==> src/rtl/core/nac_ram.sv <==
module nac_ram #(
    parameter int WIDTH = 193,
    parameter int DEPTH = 16
) (
    input  logic                                  i_clk,
    input  logic                                  i_we,
    input  logic [((DEPTH > 1) ? $clog2(DEPTH) : 1)-1:0] i_waddr,
    input  logic [WIDTH-1:0]                      i_wdata,
    input  logic [((DEPTH > 1) ? $clog2(DEPTH) : 1)-1:0] i_raddr,
    output logic [WIDTH-1:0]                      o_rdata
);

    logic [WIDTH-1:0] r_mem [DEPTH];
    logic [WIDTH-1:0] r_rdata;

    always_ff @(posedge i_clk) begin
        if (i_we) begin
            r_mem[i_waddr] <= i_wdata;
        end
        r_rdata <= r_mem[i_raddr];
    end

    assign o_rdata = r_rdata;

endmodule

==> config.mk <==
export PLATFORM = sky130hd
export DESIGN_NAME = nac_ram
export DESIGN_NICKNAME = d
export VERILOG_FILES = /design/src/rtl/core/nac_ram.sv
export SDC_FILE = /design/constraint.sdc
export NUM_CORES = 2
export LEC_CHECK = 0
export ABC_AREA = 1
export BUFFER_PORTS_ARGS = -buffer_cell sky130_fd_sc_hd__buf_2
export CAP_MARGIN = 30
export CORE_ASPECT_RATIO = 0.9
export CORE_UTILIZATION = 50
export DETAILED_ROUTE_END_ITERATION = 7
export GPL_TIMING_DRIVEN = 1
export PLACE_DENSITY_LB_ADDON = 0.05
export SYNTH_ARGS = -nofsm -noshare
export SYNTH_HDL_FRONTEND = slang
export SYNTH_SLANG_ARGS = --single-unit
==> constraint.sdc <==
create_clock -name i_clk -period 10.7 [get_ports i_clk]
set_clock_uncertainty 0.2 [all_clocks]
set_input_delay 0.535 -clock i_clk [delete_from_list [all_inputs] [get_ports i_clk]]
set_output_delay 0.535 -clock i_clk [all_outputs]
set_load 0.1 [all_outputs]
==> flow_metrics.tcl <==
set metrics [dict create \
    status "finished clean" \
    clock_latency_ps 880 \
    ys_seq_area_share_pct 73.1 \
    cts-root-to-sink-buffers 4 \
    synth.ff_latch_count 3281 \
    synth_area_um2 132000 \
    synth_top_family_by_area "simple AND/OR/NAND/NOR gates" \
    ant_nets 0 \
    die-width_um 544 \
    yosys_warnings 0 \
    slew_headroom_pct 23.4 \
    fin_crit_sh_pct 42.0 \
    synth.area.mux_share_pct 0 \
    p_per_area_nw_per_um2 189 \
    wl_met1_um 157000 \
    finalSetupViolCount 0 \
    highest-signal-layer "met5" \
    drt_iter0_drc 7720 \
    synth_fa_ha_area_share_pct 0 \
    tightestPinTransition_ps 1150 \
    die-area_um2 267000 \
    worstSetupPathType "in -> reg" \
    drc_errors 0 \
    antenna_found_initial 64 \
    start_kind "input port" \
    yosysUniqueCellTypes 16 \
    p_leak_nw 60.4 \
    grtUsageTotal_pct 26.3 \
    wl_met2_um 166000 \
    slew_viol_final 0 \
    r2r_start "r_mem[12][21]" \
    hp-start "i_raddr[0]" \
    place_congestion 0.769 \
    ys.flop_type "edfxtp_1" \
    cp.arrival_ps 5040 \
    finalSetupTns_ps 0 \
    end_kind "register" \
    avgSynthCellArea_um2 11.3 \
    cts-buffers-inserted 342 \
    wl_met3_um 23200 \
    synthCells 11718 \
    fp-row-count 178 \
    gr-total-overflow 0 \
    drive_above_1_share_pct 8.58 \
    die_h_um 490 \
    dp_hpwl_um 167000 \
    fin_crit_ps 4490 \
    synthSimpleGateAreaFrac_pct 20.6 \
    yosys-top-cells-area "edfxtp_1 (70%), nand2_1 (12%), nand3_1 (8.3%), inv_1 (3.7%), dfxtp_1 (2.9%)" \
    final-hold-violation-count 0 \
    wirelength_um 355000 \
    grt_pass1_wl_um 525000 \
    crit_path_start "i_raddr[1]" \
    async_reset_ff_share_pct 0 \
    layout.nets 12361 \
    synth_top_area_cell "edfxtp_1" \
    fp.coreArea_um2 262000 \
    synth_top_area_share_pct 70.1 \
    grt_max_degree 222 \
    synthTopCellsByCount "nand2_1 (4,245), edfxtp_1 (3,088), nand3_1 (2,205)" \
    max_freq_mhz 222 \
    cts_tree "done" \
    postCtsResizedCells 0 \
    crit_required_ps 11250 \
    wl_per_cell_um 22.2 \
    hold_class "in -> reg" \
    viasPerCell 5.32 \
    synth_edf_count 3088 \
    cp_max_fo 64 \
    final_cells 15964 \
    rsz0062_at_grt "no" \
    place_inst 15124 \
    start_util_pct 50.4 \
    cts.clk_slew.worst_paths_ps 60 \
    ioPinCount 396 \
    htreeDepth 5 \
    cts_sinks 3281 \
    maxCapViolations 0 \
    ir_worst_vdd_mv 0.166 \
    first_pass_iters 6 \
    syn_to_final_growth_pct 13.3 \
    grt_pass1_vias 81318 \
    dr_total_vias 84926 \
    finalWorstSetupSlack_ps 6210 \
    place_ws_ps 5800 \
    synth_compound_area_share_pct 0 \
    numPortBuffers 395 \
    cts.root.buffer_cell "clkbuf_16" \
    syn_nets 11921 \
    yosysMostFrequentCell "nand2_1" \
    synth_xor_area_share_pct 0 \
]
## layout by cell type (no fill, tap or decap), types with 10 or more instances in the layout
master	n
nand2_1	4245
edfxtp_1	3088
nand3_1	2205
inv_1	1285
buf_2	391
clkbuf_16	349
dlygate4sd3_1	195
dfxtp_1	193
clkbuf_1	113
buf_4	108
clkinv_2	49
or2_2	37
clkinv_1	37
clkbuf_8	27
buf_12	25
diode_2	23
bufinv_16	22
nor2_4	16
buf_16	15
inv_6	10
## flip-flops by register name, summed over array words and instances (netlist names)
register / flops
o_rdata: 193
r_mem: 3088
## cells by family after synthesis
| family | Yosys count |
|---|---|
| and+or+nand+nor | 6506 |
| DFF | 3281 |
| buffers and inverters | 1931 |
## layer usage
metal  global-route usage (%)  vias to the layer above
met3                     3.73                      561
met4                     6.46                       34
met5                        0                        -
met1                     37.3                    41666
met2                     43.1                     2756
li1                         -                    39909
## worst max-delay path: stages
cell	delay [ps]
dlygate4sd3_1	570
buf_8	310
buf_4	640
buf_4	710
buf_4	830
buf_4	550
buf_16	310
nand3_1	110
nand2_1	70
nand2_1	50
nand3_1	110
nand2_1	80
## what timing repair did
item / in CTS / in global routing
hold endpoints to repair: 3098 / 0
buffers inserted: 0 / 0
hold buffers: 195 / 0
## final timing paths
check                      end  cells after the start  slack [ps]
setup / recovery  o_rdata[170]                     12        6210
hold / removal     o_rdata[42]                      6          90
setup reg to reg   o_rdata[21]                      5        9240
hold reg to reg    o_rdata[18]                      6         430
## report_power, final
group,switching [W],internal (W),total [W]
Combinational,0.00179,0.000484,0.00227
Sequential,0.000110,0.0144,0.0145
Clock,0.00484,0.00673,0.0116
Total,0.00674,0.0216,0.0283
## final cells by class
type                       count  area (µm²)
tap                         3510        4390
multi-input combinational   6506       27400
fill                       21935      112000
clock inverter               128        1270
sequential                  3281       96600
antenna                       23        57.6
inverter                    1289        4880
timing repair buffer         738        5690
clock buffer                 489        9530
## stage by stage
step | utilization (%) | total power [W] | hold WS (ps) | cell area [µm²]
floorplan | - | 0.0163 | 407 | 132000
global placement | 52.1 | 0.0169 | 427 | 137000
CTS | 57.1 | 0.0286 | 23.9 | 150000
finish | 57.2 | 0.0283 | 85.5 | 150000
global route | 57.1 | 0.0292 | 96.6 | 150000
detailed placement | 52.2 | 0.0170 | 432 | 137000
Power figures use the tool's default switching activity.
