### src/rtl/core/nac_pkg.sv
package nac_pkg;

    localparam int APB_AW = 4;

    localparam logic OP_REPORT   = 1'b0;
    localparam logic OP_EVALUATE = 1'b1;

    localparam logic [14:0] RADIUS_RST    = 15'd1200;
    localparam logic [19:0] WINDOW_RST    = 20'd2700;
    localparam logic [15:0] THRESHOLD_RST = 16'd42598;
    localparam logic [7:0]  MIN_CH_RST    = 8'd2;

    typedef enum logic [1:0] {
        REG_RADIUS_DM       = 2'd0,
        REG_WINDOW_SEC      = 2'd1,
        REG_ALARM_THRESHOLD = 2'd2,
        REG_MIN_CHANNELS    = 2'd3
    } t_reg_idx;

    typedef struct packed {
        logic [14:0] radius_dm;
        logic [19:0] window_sec;
        logic [15:0] alarm_threshold;
        logic [7:0]  min_channels;
    } t_cfg;

    typedef struct packed {
        logic [63:0]        id_hi;
        logic [63:0]        id_lo;
        logic signed [15:0] x_dm;
        logic signed [15:0] y_dm;
        logic [31:0]        rtime;
        logic               anomalous;
    } t_entry;

    typedef struct packed {
        logic        valid;
        logic        busy;
        logic        hit;
        logic        match;
        logic [63:0] id_hi;
        logic [55:0] id_lo;
    } t_test_res;

endpackage

### src/rtl/core/nac_cfg.sv
module nac_cfg (
    input  logic                       i_clk,
    input  logic                       i_rst_n,
    input  logic                       psel,
    input  logic                       penable,
    input  logic                       pwrite,
    input  logic [nac_pkg::APB_AW-1:0] paddr,
    input  logic [31:0]                pwdata,
    output logic [31:0]                prdata,
    output logic                       pready,
    output nac_pkg::t_cfg              o_cfg
);

    nac_pkg::t_cfg    r_cfg;
    nac_pkg::t_reg_idx reg_idx;
    logic             wr_en;

    assign reg_idx = nac_pkg::t_reg_idx'(paddr[3:2]);
    assign wr_en   = psel & penable & pwrite;
    assign pready  = 1'b1;

    always_ff @(posedge i_clk) begin
        if (!i_rst_n) begin
            r_cfg.radius_dm       <= nac_pkg::RADIUS_RST;
            r_cfg.window_sec      <= nac_pkg::WINDOW_RST;
            r_cfg.alarm_threshold <= nac_pkg::THRESHOLD_RST;
            r_cfg.min_channels    <= nac_pkg::MIN_CH_RST;
        end else if (wr_en) begin
            case (reg_idx)
                nac_pkg::REG_RADIUS_DM:       r_cfg.radius_dm       <= pwdata[14:0];
                nac_pkg::REG_WINDOW_SEC:      r_cfg.window_sec      <= pwdata[19:0];
                nac_pkg::REG_ALARM_THRESHOLD: r_cfg.alarm_threshold <= pwdata[15:0];
                nac_pkg::REG_MIN_CHANNELS:    r_cfg.min_channels    <= pwdata[7:0];
                default: ;
            endcase
        end
    end

    always_comb begin
        case (reg_idx)
            nac_pkg::REG_RADIUS_DM:       prdata = {17'b0, r_cfg.radius_dm};
            nac_pkg::REG_WINDOW_SEC:      prdata = {12'b0, r_cfg.window_sec};
            nac_pkg::REG_ALARM_THRESHOLD: prdata = {16'b0, r_cfg.alarm_threshold};
            nac_pkg::REG_MIN_CHANNELS:    prdata = {24'b0, r_cfg.min_channels};
            default:                      prdata = '0;
        endcase
    end

    assign o_cfg = r_cfg;

endmodule

### config.mk
export PLATFORM = sky130hd
export DESIGN_NAME = nac_cfg
export DESIGN_NICKNAME = d
export VERILOG_FILES = /design/src/rtl/core/nac_pkg.sv /design/src/rtl/core/nac_cfg.sv
export SDC_FILE = /design/constraint.sdc
export NUM_CORES = 1
export LEC_CHECK = 0
export BUFFER_PORTS_ARGS = -buffer_cell sky130_fd_sc_hd__buf_2
export CORE_AREA = 2 2 87 89
export CTS_CLUSTER_DIAMETER = 30
export CTS_CLUSTER_SIZE = 28
export DETAILED_ROUTE_END_ITERATION = 6
export DIE_AREA = 0 0 89 91
export PLACE_DENSITY = 0.77
export RECOVER_POWER = 50
export SKIP_CTS_REPAIR_TIMING = 1
export SYNTH_ARGS = -nofsm -noshare
export SYNTH_HDL_FRONTEND = slang
export SYNTH_SLANG_ARGS = --single-unit
### constraint.sdc
create_clock -name i_clk -period 1.3 [get_ports i_clk]
set_input_delay 0.065 -clock i_clk [delete_from_list [all_inputs] [get_ports i_clk]]
set_output_delay 0.065 -clock i_clk [all_outputs]
set_load 0.02 [all_outputs]
==> metrics.cfg, run 1 <==
[critical_path]
critPathKind = flip-flop to output pin
crit_family = multiplexers
max_stage_delay_ps = 490
path_max_fanout = 3
crit_chain = mux4_2, buf_6
crit_arrival_ps = 1310
crit_buf_inv = 1
crit_required_ps = 1240
cp-start-kind = flip-flop
end_kind = output pin
critPathSlowestCell = mux4_2

[synth]
syn_avg_cell_area_um2 = 9.46
yosysSeqAreaShare = 0.419
yosysTopAreaCell = dfxtp_1
synth_cell_types = 25
ys.flop_type = dfxtp_1
synth_area_um2 = 2820
async_flop_share = 0
yosysTopAreaCellShare = 0.419
yosys_warnings = 0
synth-edff-count = 0
synthCells = 298
ys_ff_latch = 59
synth_area_leaders = dfxtp_1 42%, mux2i_1 18%, nand2_1 9.2%

[drt]
viasPerCell = 4.84
drt_pass1_iterations = 5
routedWlPerCell_um = 14.9
wirelength_um = 7760
drc = 0
antenna_left = 0
dr_total_vias = 2516
drt_iter0_markers = 67

[sta]
clock_skew_ps = 0
min_period_over_period = 1.06
worst_slack_ps = -71.7
period_minus_slack_ps = 1370
totalNegativeSetupSlack_ps = -438
slew_violations = 0
slew_headroom = 0.347
tightest_slew_ps = 980
hold_ws_ps = 0.288
hold_violations = 0
rsz0062_at_grt = yes
finalSetupViolCount = 8
fmax_ghz = 0.729

[clock_network]
htree_levels = 3
cts_made_buffers = 9
cts_tree = yes
clock_sinks = 59
root_buffer = clkbuf_8
cts_buffer_depth = 2
worstSkewPairLatency_ps = 330
path_clk_slew_ps = 70

[floorplanning]
coreArea_um2 = 7140
die_x_um = 89
die_height_um = 91
die_area_um2 = 8100
io_pins = 133
row_count = 31
initial_utilization = 0.395

[placement]
numPortBuffers = 105
hpwl_um = 5350
dp.cells = 492
place_congestion = 0.770

[global_routing]
grt_overflow = 0
grt_pass1_vias = 2320
grt_pass1_wl_um = 11700
grt_max_degree = 51
antenna_found_initial = 0
grt_usage = 0.189

[layout]
fin_nets = 457
layout-drive-gt1-share = 0.352
most-common-layout-cells = 81 x buf_2, 69 x nand2_1, 52 x mux2i_1
areaGrowthSynthToFinish_pct = 33.3
utilization = 0.526
diodes = 0
layout_commonest_cell = buf_2
largest_register_ffs = 59
instances_no_fill = 520

[power]
cellLeakagePower_nw = 1.82
total_power_w = 0.00413
peakVddDrop_uv = 589
cellPowerDensity_nw_per_um2 = 1100

[hold_path]
hold_class = input pin to flip-flop

[job]
cap_violations = 0

[status]
status = finished, violations left
violations = setup timing

-- kinds of logic (layout without fill, tap and decap cells) --
kind of cell	Yosys count	count (layout)	share of synthesized area
and+or+nand+nor	104	104	0.170
buffers and inverters	42	154	0.0915
DFF	59	59	0.419
muxes	60	60	0.254
AOI/OAI and AO/OA	31	31	0.0626
other	2	13	0.00267
-- layer usage --
layer | track usage | share of wire | vias up
li1 | - | - | 1210
met1 | 0.237 | 0.44 | 1209
met2 | 0.309 | 0.49 | 88
met3 | 0.0600 | 0.056 | 9
met4 | 0.0522 | 0.012 | 0
met5 | 0 | 0 | -
-- worst paths after layout --
kind,startpoint,depth (start not counted),to,slack [ps]
worst max-delay path,o_cfg[27]$_SDFFE_PN1P_,2,prdata[3],-70
worst min-delay path,pwdata[15],3,o_cfg[23]$_SDFFE_PN1P_,0.3
worst max register to register,o_cfg[17]$_SDFFE_PN1P_,3,o_cfg[17]$_SDFFE_PN1P_,510
worst min register to register,o_cfg[43]$_SDFFE_PN0P_,2,o_cfg[43]$_SDFFE_PN0P_,470
-- power by group --
group          internal (W)  total (W)  switching (W)
Clock               0.00104    0.00177       0.000736
Combinational      0.000208   0.000510       0.000301
Sequential          0.00183    0.00185      0.0000192
Total               0.00308    0.00413        0.00106
-- through the flow --
stage | area [um^2] | worst slack, ps
floorplan | 2860 | 209
global placement | 3420 | 70.9
detailed placement | 3420 | -5.97
CTS | 3640 | -114
global route | 3760 | -111
finish | 3760 | -71.7
-- cell usage after synthesis (2+ instances only) --
| library cell | instances |
|---|---|
| nor2b_1 | 12 |
| nand2_1 | 69 |
| and2_1 | 6 |
| buf_6 | 3 |
| nand3_1 | 6 |
| dfxtp_1 | 59 |
| mux4_1 | 4 |
| o21ai_0 | 7 |
| conb_1 | 2 |
| nand2b_1 | 8 |
| inv_1 | 6 |
| buf_1 | 2 |
| mux4_2 | 4 |
| mux2i_1 | 52 |
| o211ai_1 | 6 |
| buf_2 | 7 |
| buf_4 | 14 |
| clkbuf_1 | 9 |
| a21oi_1 | 16 |
-- area by class of cell --
| class | count | area, um^2 |
|---|---|---|
| Clock buffer | 12 | 165 |
| Clock inverter | 4 | 47.5 |
| Fill cell | 735 | 3380 |
| Inverter | 6 | 22.5 |
| Multi-Input combinational cell | 208 | 1400 |
| Sequential cell | 59 | 1200 |
| Tap cell | 99 | 124 |
| Timing Repair Buffer | 132 | 797 |
-- worst register-to-register path, delay by kind of cell, from the launching register on --
kind | cells | cell delay, ps
AND/OR/NAND/NOR | 1 | 140
AO/OA/AOI/OAI | 2 | 180
flip-flops | 1 | 330
Power figures use the tool's default switching activity.
==> run 2, diff against run 1 <==
SETUP_SLACK_MARGIN = 0.2   (was unset)
==> run 2 against run 1 <==
Compared with the run above:
- the flow finishes with violations (hold timing, setup timing)
- via count decreased by 0.40%
- global-route usage did not move
- die area unchanged
- final area up 2.3%
- fmax is 0.46% lower
- sequential power about the same
- total power increased by 0.61%
- clock-buffer cell count did not move
- critical endpoint unchanged
- highest routed layer unchanged
==> metrics.cfg, run 2 (synthesis results as in run 1) <==
[status]
status = finished, violations left
violations = hold timing, setup timing

[critical_path]
crit_required_ps = 1240
crit_arrival_ps = 1310
end_kind = output pin
reg2reg_depth = 3
max_stage_delay_ps = 490
timing.rr.end = o_cfg[17]$_SDFFE_PN1P_
path_max_fanout = 3
startpoint = o_cfg[27]$_SDFFE_PN1P_
crit_buf_inv = 1
critPathKind = flip-flop to output pin
crit_family = multiplexers
r2r_start = o_cfg[17]$_SDFFE_PN1P_
cp-endpoint = prdata[3]
cp-start-kind = flip-flop
reg2reg_setup_slack_ps = 510
worstSetupPathDepth = 2
critPathSlowestCell = mux4_2
crit_chain = mux4_2, buf_6

[sta]
hold_violations = 1
slew_violations = 0
period_minus_slack_ps = 1380
finalSetupViolCount = 8
clock_skew_ps = 0
fmax_ghz = 0.726
slew_headroom = 0.368
hold_ws_ps = -0.653
worst_slack_ps = -78.0
rsz0062_at_grt = yes
min_period_over_period = 1.06
tightest_slew_ps = 949

[clock_network]
root_buffer = clkbuf_8
htree_levels = 3
clock_sinks = 59
cts_made_buffers = 9
worstSkewPairLatency_ps = 340
path_clk_slew_ps = 70
cts_buffer_depth = 2
cts_tree = yes

[floorplanning]
coreArea_um2 = 7140
io_pins = 133
initial_utilization = 0.395
row_count = 31
die_x_um = 89
die_area_um2 = 8100
die_height_um = 91

[layout]
seqCellArea_um2 = 1220
num-fill-cells = 728
utilization = 0.538
instances_no_fill = 525
areaGrowthSynthToFinish_pct = 36.4
largest_register_ffs = 59
multi_input_area_um2 = 1400
diodes = 0
layout-drive-gt1-share = 0.383
fin_nets = 462
most-common-layout-cells = 69 x nand2_1, 69 x buf_2, 52 x mux2i_1

[global_routing]
grt_pass1_wl_um = 11700
grt_overflow = 0
antenna_found_initial = 0
grt_pass1_vias = 2320
grt_usage = 0.189
grt_max_degree = 51

[power]
total_power_w = 0.00416
cellPowerDensity_nw_per_um2 = 1080
p_sw_frac = 0.256
power.clock.fraction = 0.427
peakVddDrop_uv = 602
p_comb_frac = 0.127
cellLeakagePower_nw = 1.83
internal_power_w = 0.00309
p_sw_w = 0.00107
pwr-share-seq = 0.446

[drt]
drt_iter0_markers = 90
antenna_left = 0
drt_pass1_iterations = 4
dr_total_vias = 2506
routedWlPerCell_um = 15.3
viasPerCell = 4.77
drc = 0
wirelength_um = 8020

[placement]
hpwl_um = 5350
numPortBuffers = 105
dp.cells = 492
place_congestion = 0.770
post-place-ws_ps = -5.97

[hold_path]
hold_depth = 3
hold_class = input pin to flip-flop

[job]
cap_violations = 0

run 2: cell count changes in the layout (fill, tap and decap cells not counted), sizes merged:
cell and change:
clkdlybuf4s15 +1, clkbuf +4
run 2: per-layer routing:
metal	up-vias	global-route usage	wire (um)
met5	-	0	0
met4	0	0.0522	88
met3	9	0.0600	455
met2	85	0.309	4030
met1	1193	0.237	3450
li1	1219	-	-
run 2: metrics by stage:
step | setup TNS (ps) | area, um^2
CTS | -808 | 3640
global placement | 0 | 3420
detailed placement | -5.97 | 3420
finish | -457 | 3840
global route | -2230 | 3840
floorplan | 0 | 2860
run 2: layout make-up:
class	count	share of cell area
multi-input cells	208	0.365
flip-flops and latches	59	0.318
repair buffers	137	0.223
clock buffers	12	0.0430
well taps	99	0.0322
clock inverters	4	0.0124
inverters	6	0.00586
run 2: worst min path at each step:
stage | startpoint | endpoint | slack (ps)
2_1_floorplan | pwdata[9] | o_cfg[53]$_SDFFE_PN0P_ | 200
3_3_place_gp | pwdata[18] | o_cfg[42]$_SDFFE_PN0P_ | 310
5_1_grt | pwdata[2] | o_cfg[2]$_SDFFE_PN0P_ | 4
6_report | pwdata[15] | o_cfg[23]$_SDFFE_PN1P_ | -0.7
4_1_cts | pwdata[19] | o_cfg[43]$_SDFFE_PN0P_ | -50
3_5_place_dp | pwdata[19] | o_cfg[43]$_SDFFE_PN0P_ | 320
run 2: worst reg2reg max path, stage by stage, from the launching register on:
cell and delay, ps:
dfxtp_1 330, nand2b_1 140, a21oi_1 120, a21oi_1 60
run 2: power groups by stage:
stage	Combinational [W]	Clock (W)	Sequential, W
floorplan	0.000299	0	0.00192
detailed placement	0.000469	0	0.00189
global placement	0.000462	0	0.00189
CTS	0.000471	0.00181	0.00185
global route	0.000572	0.00190	0.00186
finish	0.000530	0.00178	0.00185
